**config.mk**
```make
export PLATFORM = sky130hd
export DESIGN_NAME = mask_region_pixel_tint_flat
export DESIGN_NICKNAME = d
export VERILOG_FILES = /design/src/sv/mrpt_pkg.sv /design/src/sv/mrpt_if.sv /design/src/sv/mrpt_csr.sv /design/src/sv/mrpt_tint.sv /design/src/sv/mask_region_pixel_tint.sv /design/src/flat_wrapper.sv
export SDC_FILE = /design/constraint.sdc
export NUM_CORES = 1
export LEC_CHECK = 0
export BUFFER_PORTS_ARGS = -buffer_cell sky130_fd_sc_hd__buf_4
export CAP_MARGIN = 5
export CORE_UTILIZATION = 61
export DETAILED_ROUTE_END_ITERATION = 10
export PLACE_DENSITY = 0.8
export SLEW_MARGIN = 10
export SYNTH_ARGS = -nofsm -noshare
export SYNTH_HDL_FRONTEND = slang
export SYNTH_SLANG_ARGS = --single-unit
```
**constraint.sdc**
```tcl
create_clock -name clock -period 9.6 [get_ports clock]
set_input_delay 1.92 -clock clock [delete_from_list [all_inputs] [get_ports clock]]
set_output_delay 1.92 -clock clock [all_outputs]
set_load 0.005 [all_outputs]
```
**src/sv/mrpt_pkg.sv**
```systemverilog
// mrpt_pkg: shared types and constants for the mask region pixel tint block.
// No dependencies; compile this file first.
`timescale 1ns / 1ps
`default_nettype none

package mrpt_pkg;

   localparam int CHAN_W    = 8;
   localparam int TINT_W    = 3 * CHAN_W;
   localparam int NUM_TINTS = 4;
   localparam int IDX_W     = $clog2(NUM_TINTS);
   localparam int CSR_AW    = IDX_W + 2;
   localparam int CSR_DW    = 32;

   localparam logic [TINT_W-1:0] TINT_RESET = {TINT_W{1'b1}};

   // Register index within the CSR map (byte address = 4 * index).
   typedef enum logic [IDX_W-1:0] {
      REG_HEAD = 2'd0,
      REG_BODY = 2'd1,
      REG_LEGS = 2'd2,
      REG_FEET = 2'd3
   } reg_idx_type;

   typedef logic [NUM_TINTS-1:0][TINT_W-1:0] tint_set_type;

   typedef struct packed {
      logic [CHAN_W-1:0] pix_red;
      logic [CHAN_W-1:0] pix_green;
      logic [CHAN_W-1:0] pix_blue;
      logic [CHAN_W-1:0] mask_red;
      logic [CHAN_W-1:0] mask_green;
      logic [CHAN_W-1:0] mask_blue;
      logic              last_in;
   } pix_beat_type;

   typedef struct packed {
      logic [CHAN_W-1:0] out_red;
      logic [CHAN_W-1:0] out_green;
      logic [CHAN_W-1:0] out_blue;
      logic              last_out;
   } rsp_beat_type;

endpackage

`default_nettype wire

```
**src/sv/mrpt_if.sv**
```systemverilog
// mrpt_req_if / mrpt_rsp_if: valid/ready channels for pixel and result beats.
// Depends on mrpt_pkg.
`timescale 1ns / 1ps
`default_nettype none

interface mrpt_req_if import mrpt_pkg::*; ();
   logic              valid;
   logic              ready;
   logic [CHAN_W-1:0] pix_red;
   logic [CHAN_W-1:0] pix_green;
   logic [CHAN_W-1:0] pix_blue;
   logic [CHAN_W-1:0] mask_red;
   logic [CHAN_W-1:0] mask_green;
   logic [CHAN_W-1:0] mask_blue;
   logic              last_in;

   modport source (
      output valid, pix_red, pix_green, pix_blue, mask_red, mask_green, mask_blue,
             last_in,
      input  ready
   );
   modport sink (
      input  valid, pix_red, pix_green, pix_blue, mask_red, mask_green, mask_blue,
             last_in,
      output ready
   );
endinterface

interface mrpt_rsp_if import mrpt_pkg::*; ();
   logic              valid;
   logic              ready;
   logic [CHAN_W-1:0] out_red;
   logic [CHAN_W-1:0] out_green;
   logic [CHAN_W-1:0] out_blue;
   logic              last_out;

   modport source (
      output valid, out_red, out_green, out_blue, last_out,
      input  ready
   );
   modport sink (
      input  valid, out_red, out_green, out_blue, last_out,
      output ready
   );
endinterface

`default_nettype wire

```
**src/sv/mrpt_csr.sv**
```systemverilog
// mrpt_csr: APB-style register file holding the four region tint colors.
// Depends on mrpt_pkg.
`timescale 1ns / 1ps
`default_nettype none

module mrpt_csr import mrpt_pkg::*; (
   input  logic              clock,
   input  logic              reset,
   input  logic              psel,
   input  logic              penable,
   input  logic              pwrite,
   input  logic [CSR_AW-1:0] paddr,
   input  logic [CSR_DW-1:0] pwdata,
   output logic [CSR_DW-1:0] prdata,
   output logic              pready,
   output tint_set_type      tints
);

   tint_set_type      tint_ff;
   tint_set_type      tint_in;
   logic [IDX_W-1:0]  reg_idx;
   logic              wr_en;

   assign pready  = 1'b1;
   assign reg_idx = paddr[CSR_AW-1:2];
   assign wr_en   = psel && penable && pwrite;

   always_comb begin
      tint_in = tint_ff;
      if (wr_en) begin
         case (reg_idx_type'(reg_idx))
            REG_HEAD: tint_in[REG_HEAD] = pwdata[TINT_W-1:0];
            REG_BODY: tint_in[REG_BODY] = pwdata[TINT_W-1:0];
            REG_LEGS: tint_in[REG_LEGS] = pwdata[TINT_W-1:0];
            REG_FEET: tint_in[REG_FEET] = pwdata[TINT_W-1:0];
            default:  tint_in = tint_ff;
         endcase
      end
   end

   always_ff @(posedge clock) begin
      if (reset) begin
         tint_ff <= {NUM_TINTS{TINT_RESET}};
      end else begin
         tint_ff <= tint_in;
      end
   end

   assign prdata = {{(CSR_DW-TINT_W){1'b0}}, tint_ff[reg_idx]};
   assign tints  = tint_ff;

endmodule

`default_nettype wire

```
**src/sv/mrpt_tint.sv**
```systemverilog
// mrpt_tint: region decode and per-channel floor(c * t / 255) scaling.
// Depends on mrpt_pkg.
`timescale 1ns / 1ps
`default_nettype none

module mrpt_tint import mrpt_pkg::*; (
   input  pix_beat_type pix,
   input  tint_set_type tints,
   output rsp_beat_type rsp
);

   // floor(p / 255) for p below 2^16: (p + 1 + (p >> 8)) >> 8.
   function automatic logic [CHAN_W-1:0] scale_chan(
      input logic [CHAN_W-1:0] c,
      input logic [CHAN_W-1:0] t
   );
      logic [2*CHAN_W-1:0] prod;
      logic [2*CHAN_W:0]   sum;
      prod = c * t;
      sum  = {1'b0, prod} + {{(2*CHAN_W){1'b0}}, 1'b1}
             + {{(CHAN_W+1){1'b0}}, prod[2*CHAN_W-1:CHAN_W]};
      return sum[2*CHAN_W-1:CHAN_W];
   endfunction

   logic              m_r, m_g, m_b;
   logic              hit;
   logic [TINT_W-1:0] tint;

   assign m_r = |pix.mask_red;
   assign m_g = |pix.mask_green;
   assign m_b = |pix.mask_blue;

   always_comb begin
      hit  = 1'b1;
      case ({m_r, m_g, m_b})
         3'b110:  tint = tints[REG_HEAD];
         3'b100:  tint = tints[REG_BODY];
         3'b010:  tint = tints[REG_LEGS];
         3'b001:  tint = tints[REG_FEET];
         default: begin
            hit  = 1'b0;
            tint = TINT_RESET;
         end
      endcase
   end

   always_comb begin
      rsp.last_out = pix.last_in;
      if (hit) begin
         rsp.out_red   = scale_chan(pix.pix_red,   tint[3*CHAN_W-1:2*CHAN_W]);
         rsp.out_green = scale_chan(pix.pix_green, tint[2*CHAN_W-1:CHAN_W]);
         rsp.out_blue  = scale_chan(pix.pix_blue,  tint[CHAN_W-1:0]);
      end else begin
         rsp.out_red   = pix.pix_red;
         rsp.out_green = pix.pix_green;
         rsp.out_blue  = pix.pix_blue;
      end
   end

endmodule

`default_nettype wire

```
**src/sv/mask_region_pixel_tint.sv**
```systemverilog
// mask_region_pixel_tint: top level; input register, tint datapath, result register.
// Depends on mrpt_pkg, mrpt_if, mrpt_csr and mrpt_tint.
//
//   channel   dir   handshake            beat contents
//   req_bus   in    valid / ready        pix_red/green/blue, mask_red/green/blue, last_in
//   rsp_bus   out   valid / ready        out_red/green/blue, last_out
//   csr       in    APB psel / penable   four 24-bit tints, 0xRRGGBB at 4 * index
//
// One pixel per clock sustained while rsp_bus does not stall. An accepted beat
// is held in the input register, then in the result register, and leaves from
// there. The two registers sit around a single 8x8 multiply-and-scale per
// channel.
// Reset is synchronous, active high: both stages empty, all tints 0xFFFFFF.
// A stall on rsp_bus holds the result register; the input register keeps
// taking beats until it also holds one, then req_bus.ready drops.
`timescale 1ns / 1ps
`default_nettype none

module mask_region_pixel_tint import mrpt_pkg::*; (
   input  logic              clock,
   input  logic              reset,
   mrpt_req_if.sink          req_bus,
   mrpt_rsp_if.source        rsp_bus,
   input  logic              psel,
   input  logic              penable,
   input  logic              pwrite,
   input  logic [CSR_AW-1:0] paddr,
   input  logic [CSR_DW-1:0] pwdata,
   output logic [CSR_DW-1:0] prdata,
   output logic              pready
);

   tint_set_type tints;

   pix_beat_type pix_ff;
   pix_beat_type pix_in;
   logic         pix_vld_ff;
   logic         pix_vld_in;

   rsp_beat_type rsp_ff;
   rsp_beat_type rsp_in;
   rsp_beat_type rsp_calc;
   logic         rsp_vld_ff;
   logic         rsp_vld_in;

   logic         req_ready;
   logic         mid_ready;

   mrpt_csr u_csr (
      .clock   (clock),
      .reset   (reset),
      .psel    (psel),
      .penable (penable),
      .pwrite  (pwrite),
      .paddr   (paddr),
      .pwdata  (pwdata),
      .prdata  (prdata),
      .pready  (pready),
      .tints   (tints)
   );

   // Result stage frees up when empty or when its beat is being taken.
   assign mid_ready = !rsp_vld_ff || rsp_bus.ready;
   // Input stage takes a beat when empty or when it moves forward this cycle.
   assign req_ready = !pix_vld_ff || mid_ready;
   assign req_bus.ready = req_ready;

   // Input register: load on accept, drop its valid once it advances.
   always_comb begin
      pix_in     = pix_ff;
      pix_vld_in = pix_vld_ff;
      if (req_ready) begin
         pix_vld_in = req_bus.valid;
         if (req_bus.valid) begin
            pix_in.pix_red    = req_bus.pix_red;
            pix_in.pix_green  = req_bus.pix_green;
            pix_in.pix_blue   = req_bus.pix_blue;
            pix_in.mask_red   = req_bus.mask_red;
            pix_in.mask_green = req_bus.mask_green;
            pix_in.mask_blue  = req_bus.mask_blue;
            pix_in.last_in    = req_bus.last_in;
         end
      end
   end

   mrpt_tint u_tint (
      .pix   (pix_ff),
      .tints (tints),
      .rsp   (rsp_calc)
   );

   // Result register: advance whenever the downstream side allows it.
   always_comb begin
      rsp_in     = rsp_ff;
      rsp_vld_in = rsp_vld_ff;
      if (mid_ready) begin
         rsp_vld_in = pix_vld_ff;
         if (pix_vld_ff) begin
            rsp_in = rsp_calc;
         end
      end
   end

   always_ff @(posedge clock) begin
      if (reset) begin
         pix_vld_ff <= 1'b0;
         rsp_vld_ff <= 1'b0;
      end else begin
         pix_vld_ff <= pix_vld_in;
         rsp_vld_ff <= rsp_vld_in;
      end
   end

   always_ff @(posedge clock) begin
      pix_ff <= pix_in;
      rsp_ff <= rsp_in;
   end

   assign rsp_bus.valid     = rsp_vld_ff;
   assign rsp_bus.out_red   = rsp_ff.out_red;
   assign rsp_bus.out_green = rsp_ff.out_green;
   assign rsp_bus.out_blue  = rsp_ff.out_blue;
   assign rsp_bus.last_out  = rsp_ff.last_out;

endmodule

`default_nettype wire

```
**src/flat_wrapper.sv**
```systemverilog
// flat-port wrapper written by rule: the top's interface ports become plain ports
module mask_region_pixel_tint_flat import mrpt_pkg::*;
  (clock, reset, psel, penable, pwrite, paddr, pwdata, prdata, pready, req_bus_valid, req_bus_pix_red, req_bus_pix_green, req_bus_pix_blue, req_bus_mask_red, req_bus_mask_green, req_bus_mask_blue, req_bus_last_in, req_bus_ready, rsp_bus_valid, rsp_bus_out_red, rsp_bus_out_green, rsp_bus_out_blue, rsp_bus_last_out, rsp_bus_ready);
  mrpt_req_if req_bus_i ();
  mrpt_rsp_if rsp_bus_i ();
  input  logic clock;
  input  logic reset;
  input  logic psel;
  input  logic penable;
  input  logic pwrite;
  input  logic [CSR_AW-1:0] paddr;
  input  logic [CSR_DW-1:0] pwdata;
  output logic [CSR_DW-1:0] prdata;
  output logic pready;
  input wire logic [$bits(req_bus_i.valid)-1:0] req_bus_valid;
  input wire logic [$bits(req_bus_i.pix_red)-1:0] req_bus_pix_red;
  input wire logic [$bits(req_bus_i.pix_green)-1:0] req_bus_pix_green;
  input wire logic [$bits(req_bus_i.pix_blue)-1:0] req_bus_pix_blue;
  input wire logic [$bits(req_bus_i.mask_red)-1:0] req_bus_mask_red;
  input wire logic [$bits(req_bus_i.mask_green)-1:0] req_bus_mask_green;
  input wire logic [$bits(req_bus_i.mask_blue)-1:0] req_bus_mask_blue;
  input wire logic [$bits(req_bus_i.last_in)-1:0] req_bus_last_in;
  output wire logic [$bits(req_bus_i.ready)-1:0] req_bus_ready;
  output wire logic [$bits(rsp_bus_i.valid)-1:0] rsp_bus_valid;
  output wire logic [$bits(rsp_bus_i.out_red)-1:0] rsp_bus_out_red;
  output wire logic [$bits(rsp_bus_i.out_green)-1:0] rsp_bus_out_green;
  output wire logic [$bits(rsp_bus_i.out_blue)-1:0] rsp_bus_out_blue;
  output wire logic [$bits(rsp_bus_i.last_out)-1:0] rsp_bus_last_out;
  input wire logic [$bits(rsp_bus_i.ready)-1:0] rsp_bus_ready;
  assign req_bus_i.valid = req_bus_valid;
  assign req_bus_i.pix_red = req_bus_pix_red;
  assign req_bus_i.pix_green = req_bus_pix_green;
  assign req_bus_i.pix_blue = req_bus_pix_blue;
  assign req_bus_i.mask_red = req_bus_mask_red;
  assign req_bus_i.mask_green = req_bus_mask_green;
  assign req_bus_i.mask_blue = req_bus_mask_blue;
  assign req_bus_i.last_in = req_bus_last_in;
  assign req_bus_ready = req_bus_i.ready;
  assign rsp_bus_valid = rsp_bus_i.valid;
  assign rsp_bus_out_red = rsp_bus_i.out_red;
  assign rsp_bus_out_green = rsp_bus_i.out_green;
  assign rsp_bus_out_blue = rsp_bus_i.out_blue;
  assign rsp_bus_last_out = rsp_bus_i.last_out;
  assign rsp_bus_i.ready = rsp_bus_ready;
  mask_region_pixel_tint u_core (.clock(clock), .reset(reset), .req_bus(req_bus_i), .rsp_bus(rsp_bus_i), .psel(psel), .penable(penable), .pwrite(pwrite), .paddr(paddr), .pwdata(pwdata), .prdata(prdata), .pready(pready));
endmodule
```
Yosys cells after proc, flatten, opt, wreduce, memory -nomap -nowiden

Cells that the tools add are included.

$add $sub $neg: 6
Equality and inequality tests: 7
Reductions and logical operators: 17
$mul: 3
Magnitude comparators: 1
Multiplexer cells: 5

Operator list:

| kind                  | number |
|---|---|
| $pmux 24 s4           | 1 |
| $add 16x1->16 const B | 3 |
| $add 16x8->16         | 3 |
| $bmux 24 s2           | 1 |
| $mul 8x8->16          | 3 |
| $mux 24               | 2 |
| $reduce_or 8->1       | 3 |
| $reduce_and 2->1      | 6 |
| $eq 3x3->1 const B    | 2 |
| $eq 2x2->1 const B    | 2 |
| $reduce_or 4->1       | 1 |
| $eq 3x1->1 const B    | 1 |
| $eq 3x2->1 const B    | 1 |
| $lt 2x3->1 const B    | 1 |
| $eq 2x1->1 const B    | 1 |
| $logic_and 1x1->1     | 2 |
| $logic_not 1->1       | 2 |
| $logic_not 2->1       | 1 |
| $logic_or 1x1->1      | 2 |
| $mux 1                | 1 |

Output and inout port bits: 60
Register bits: 172
Logic and storage cells: 56
Input port bits: 92

Depth between registers and ports, before layout

Depth in word-level cells: 7
Depth in mapped cells: 32
Depth with buffers taken out: 31

Modules after synthesis

A second synthesis with hierarchy kept.

Cell total of the unflattened synthesis: 1621
Area total of the unflattened synthesis: 15337.2 um^2

By module, submodules not included:

| module                 | sequential area each (um^2) | area an instance (um^2) | instances | cells an instance |
|---|---|---|---|---|
| mrpt_tint              | 0.0                         | 8735.9                  | 1         | 1115 |
| mrpt_csr               | 1921.8                      | 4275.4                  | 1         | 422 |
| mask_region_pixel_tint | 2262.2                      | 2326.0                  | 1         | 84 |

Worst setup path before layout

No wires, ideal clock.

Path type: register to register
Start: register u_core.pix_ff[12] (netlist name)
End: register u_core.rsp_ff (netlist bit u_core.rsp_bus.out_green[6]), data pin
Data arrival time: 7.506 ns
Library setup time: 0.152 ns
Clock period less this slack: 7.658 ns
Required time: 9.448 ns
Stages on the path, launching flop included: 30
Path buffers: 3
Slack: 1.942 ns
Cells stage by stage: edfxtp_1 > nor4_1 > and2_0 > buf_2 > clkbuf_1 > buf_1 > a32oi_1 > and2_1 > fa_1 > fa_1 > fa_1 > inv_1 > fa_1 > inv_1 > ha_1 > a21oi_1 > o211a_1 > o21ai_0 > a211oi_1 > o21bai_1 > a21oi_1 > xnor2_1 > inv_1 > ha_1 > inv_1 > a311oi_1 > nor2_1 > o311a_1 > or4_1 > a31oi_1

RTL lines:

| element                | RTL line                      | source |
|---|---|---|
| from (decl)            | mask_region_pixel_tint.sv:35  | `pix_beat_type pix_ff;` |
| from (signal assigned) | mask_region_pixel_tint.sv:115 | `pix_ff <= pix_in;` |
| to (signal assigned)   | mask_region_pixel_tint.sv:116 | `rsp_ff <= rsp_in;` |
| to (decl)              | mask_region_pixel_tint.sv:40  | `rsp_beat_type rsp_ff;` |

==> reports/metrics.json <==
{
  "postLayoutSetupSlackWorst": {"value": 0.613, "unit": "ns"},
  "worst-r2r-cell-count": {"value": 27},
  "wirelength": {"value": 38500, "unit": "µm"},
  "hold_end": {"value": "u_core.rsp_bus.last_out"},
  "postRouteAntennaNets": {"value": 0},
  "overflow": {"value": 0},
  "setup-tns-final": {"value": 0, "unit": "ns"},
  "maxCapViolations": {"value": 0},
  "grt_pass1_wl": {"value": 62100, "unit": "µm"},
  "power-per-cell-area": {"value": 306, "unit": "mW/mm²"},
  "layout_commonest_cell": {"value": "nand2_1"},
  "synthesis.area": {"value": 0.0149, "unit": "mm²"},
  "buffer_ports.inserted": {"value": 132},
  "ctsRootBufferMaster": {"value": "clkbuf_16"},
  "chipWidth": {"value": 158, "unit": "µm"},
  "clock.fmax": {"value": 0.111, "unit": "GHz"},
  "syn2layout_area_growth": {"value": 13.3, "unit": "%"},
  "num-fill-cells": {"value": 1818},
  "die_area": {"value": 0.0251, "unit": "mm²"},
  "syn_inst": {"value": 1600},
  "drc_errors": {"value": 0},
  "clock-skew-final": {"value": 0.0229, "unit": "ns"},
  "synth_cell_type_count": {"value": 77},
  "number_of_flip_flops_and_latches_in_the_synthesized_netlist": {"value": 172},
  "synth_enable_flop_cells": {"value": 74},
  "grt_max_degree": {"value": 99},
  "dr.first_iter.drc_count": {"value": 943},
  "clkTransAtPathRegs": {"value": 0.09, "unit": "ns"},
  "total_iterations_of_the_first_detailed_routing_run": {"value": 7},
  "total_number_of_vias": {"value": 12384},
  "grt_pass1_vias": {"value": 12472},
  "timing.critical_path.to_type": {"value": "flip-flop"},
  "critical_path.startpoint_type": {"value": "flip-flop"},
  "synth-async-reset-ratio": {"value": 0},
  "tightest_slew": {"value": 1.21, "unit": "ns"},
  "yosysSeqAreaShare": {"value": 0.281},
  "antenna_found_initial": {"value": 1},
  "routabilityCongestion": {"value": 0.907},
  "ys_dominant_reg_cell": {"value": "dfxtp_1"},
  "rsz0062_at_grt": {"value": "no"},
  "cp_max_fo": {"value": 11},
  "fraction_of_final_layout_cells_with_drive_strength_greater_than_1": {"value": 0.141},
  "final_hold_viol_count": {"value": 0},
  "worst_r2r_endpoint": {"value": "u_core.rsp_bus.out_green[6]"},
  "cts.repair.resized": {"value": 0},
  "numCtsBuffers": {"value": 17},
  "worst_slew_margin_rel": {"value": 0.190},
  "clk_latency": {"value": 0.45, "unit": "ns"},
  "pre_cts_ws": {"value": 0.864, "unit": "ns"},
  "fin_nets": {"value": 2042},
  "clock_sinks": {"value": 172},
  "critical_path.reg2reg.startpoint": {"value": "u_core.pix_ff[23]"},
  "numPlacedInstances": {"value": 2015},
  "holdPathStages": {"value": 0},
  "fp-row-count": {"value": 56},
  "hold_start": {"value": "u_core.pix_ff[0]"},
  "synth.avg_cell_area": {"value": 9.32, "unit": "µm²"},
  "timing.final.setup_violations": {"value": 0},
  "outcome": {"value": "complete, no violations"},
  "io_pins": {"value": 152},
  "max_slew_violation_count": {"value": 0},
  "grt_use_total": {"value": 0.320},
  "worst_setup_slack_for_register_to_register_paths": {"value": 0.61, "unit": "ns"},
  "cts-root-to-sink-buffers": {"value": 2},
  "timing_worst_setup_path_type": {"value": "reg2reg"},
  "floorplan.initialDensity": {"value": 0.628},
  "htreeDepth": {"value": 4},
  "detailed_place_hpwl": {"value": 27400, "unit": "µm"},
  "fp.dieH": {"value": 158, "unit": "µm"},
  "average_vias_per_placed_instance": {"value": 6.05},
  "final_cell_count_no_fill": {"value": 2048},
  "core_area": {"value": 0.0238, "unit": "mm²"},
  "most-common-layout-cells": {"value": "nand2_1, inv_1, buf_4"},
  "worst_voltage_drop_across_the_vdd_grid": {"value": 0.279, "unit": "mV"},
  "timing.final.crit_share": {"value": 0.936},
  "cts_tree": {"value": "built"},
  "ctsHoldBuffers": {"value": 0},
  "cellLeakagePower": {"value": 7.55, "unit": "nW"},
  "critical_path_arrival": {"value": 9.26, "unit": "ns"},
  "hold_class": {"value": "reg2reg"},
  "yosysWarnings": {"value": 0},
  "total_setup_buffers_inserted_after_cts": {"value": 0},
  "worst-endpoint-required": {"value": 9.88, "unit": "ns"},
  "avgRoutedWirePerCell": {"value": 18.8, "unit": "µm"},
  "period_minus_slack": {"value": 8.99, "unit": "ns"}
}
==> critical path, cell delays in order, from the launching register on <==
cell and delay (ns):
edfxtp_1 0.42, nor4_1 0.86, o211ai_2 0.56, o22ai_1 0.33
a32o_1 0.42, nor2_1 0.11, fa_1 0.50, fa_1 0.54
fa_1 0.50, inv_1 0.05, fa_1 0.48, inv_1 0.04
ha_1 0.35, a21oi_1 0.23, o211a_1 0.23, o21ai_0 0.14
a211oi_1 0.39, o21bai_1 0.15, a21oi_1 0.20, xnor2_1 0.20
inv_1 0.11, ha_1 0.35, inv_1 0.06, a311oi_1 0.32
nor2_1 0.14, o311a_1 0.46, or4_1 0.43, a31oi_1 0.20
==> per-layer routing <==
layer,GRT usage,part of all wire,up-vias,wire [µm]
li1,-,-,5726,-
met1,0.412,0.41,6062,15900
met2,0.547,0.48,530,18600
met3,0.0465,0.076,66,2910
met4,0.118,0.027,0,1040
met5,0,0,-,0
==> worst max path at each step <==
stage | to | cells after the start | from
after floorplan | u_core.rsp_bus.out_green[6] | 29 | u_core.pix_ff[12]
after global placement | u_core.rsp_bus.out_green[6] | 27 | u_core.pix_ff[20]
after detailed placement | u_core.rsp_bus.out_green[6] | 27 | u_core.pix_ff[20]
after CTS | u_core.rsp_bus.out_green[6] | 27 | u_core.pix_ff[20]
after global routing | u_core.rsp_bus.out_green[6] | 29 | u_core.pix_ff[23]
final | u_core.rsp_bus.out_green[6] | 27 | u_core.pix_ff[23]
==> Yosys cell counts, types with 5 or more instances <==
cell type / instances / share of area
clkbuf_1: 47 / 0.012
o21a_1: 9 / 0.0045
nor4_1: 10 / 0.0042
or3_1: 10 / 0.0042
buf_4: 9 / 0.0045
buf_1: 5 / 0.0013
ha_1: 127 / 0.11
or2_2: 14 / 0.0059
a21oi_1: 27 / 0.0091
edfxtp_1: 74 / 0.15
a32o_1: 10 / 0.0067
o31ai_1: 5 / 0.0025
xnor2_1: 23 / 0.014
nand2_1: 202 / 0.051
mux4_2: 24 / 0.036
nand3b_1: 50 / 0.025
nand2b_1: 6 / 0.0025
nor3_1: 12 / 0.0040
nor2b_1: 52 / 0.022
o21ai_0: 26 / 0.0087
a32oi_1: 7 / 0.0041
o211ai_1: 7 / 0.0035
xor2_1: 15 / 0.0088
o22ai_1: 20 / 0.0084
dfxtp_1: 98 / 0.13
nor2_1: 126 / 0.032
o211a_1: 5 / 0.0034
a211o_1: 51 / 0.030
fa_1: 108 / 0.14
a211oi_1: 12 / 0.0060
nand3_1: 32 / 0.011
a2111oi_0: 10 / 0.0059
a31oi_1: 12 / 0.0050
and2_1: 76 / 0.032
and3_1: 6 / 0.0025
a21o_1: 12 / 0.0060
inv_1: 192 / 0.048
==> per-stage QoR <==
stage                     instance area [µm²]   util  hold WS (ns)  power, mW
after floorplan                         14900      -         0.400       3.59
after global placement                  16200  0.684         0.401       4.21
after detailed placement                16200  0.684         0.418       4.33
after CTS                               16900  0.711         0.441       5.12
after global routing                    16900  0.711         0.443       5.64
final                                   16900  0.712         0.447       5.17
==> flip-flops by register name, indices dropped and copies added (netlist names) <==
| signal | count |
|---|---|
| u_core.rsp_bus.out_red | 8 |
| u_core.rsp_bus.last_out | 1 |
| u_core.rsp_bus.out_green | 8 |
| u_core.u_csr.tints | 96 |
| u_core.rsp_bus.valid | 1 |
| u_core.pix_vld_ff | 1 |
| u_core.pix_ff | 49 |
| u_core.rsp_bus.out_blue | 8 |
==> layout make-up <==
cell class | count | area (µm²) | area share
Sequential cell | 172 | 4180 | 0.248
Multi-Input combinational cell | 1180 | 9800 | 0.580
Clock inverter | 15 | 225 | 0.0133
Clock buffer | 17 | 425 | 0.0252
Timing Repair Buffer | 152 | 1140 | 0.0675
Antenna cell | 1 | 2.50 | 0.000148
Tap cell | 319 | 399 | 0.0236
Inverter | 192 | 721 | 0.0426
==> where the power goes <==
part	internal [mW]	switching, mW	total, mW
sequential	0.793	0.0239	0.817
clock	0.375	0.398	0.772
combinational	1.42	2.17	3.59
total	2.59	2.59	5.17
==> cell families (layout without fill, tap and decap cells) <==
| logic type | Yosys count | count (layout) | synth area share |
|---|---|---|---|
| mux | 26 | 26 | 0.0376 |
| fa+ha+maj | 235 | 235 | 0.251 |
| xor+xnor | 39 | 39 | 0.0238 |
| compound gates | 253 | 253 | 0.132 |
| simple gates | 618 | 618 | 0.208 |
| other cells | 2 | 10 | 0.000504 |
| buf+inv | 255 | 376 | 0.0666 |
| flops | 172 | 172 | 0.281 |
Note: power is estimated with default switching activity, not from simulation.
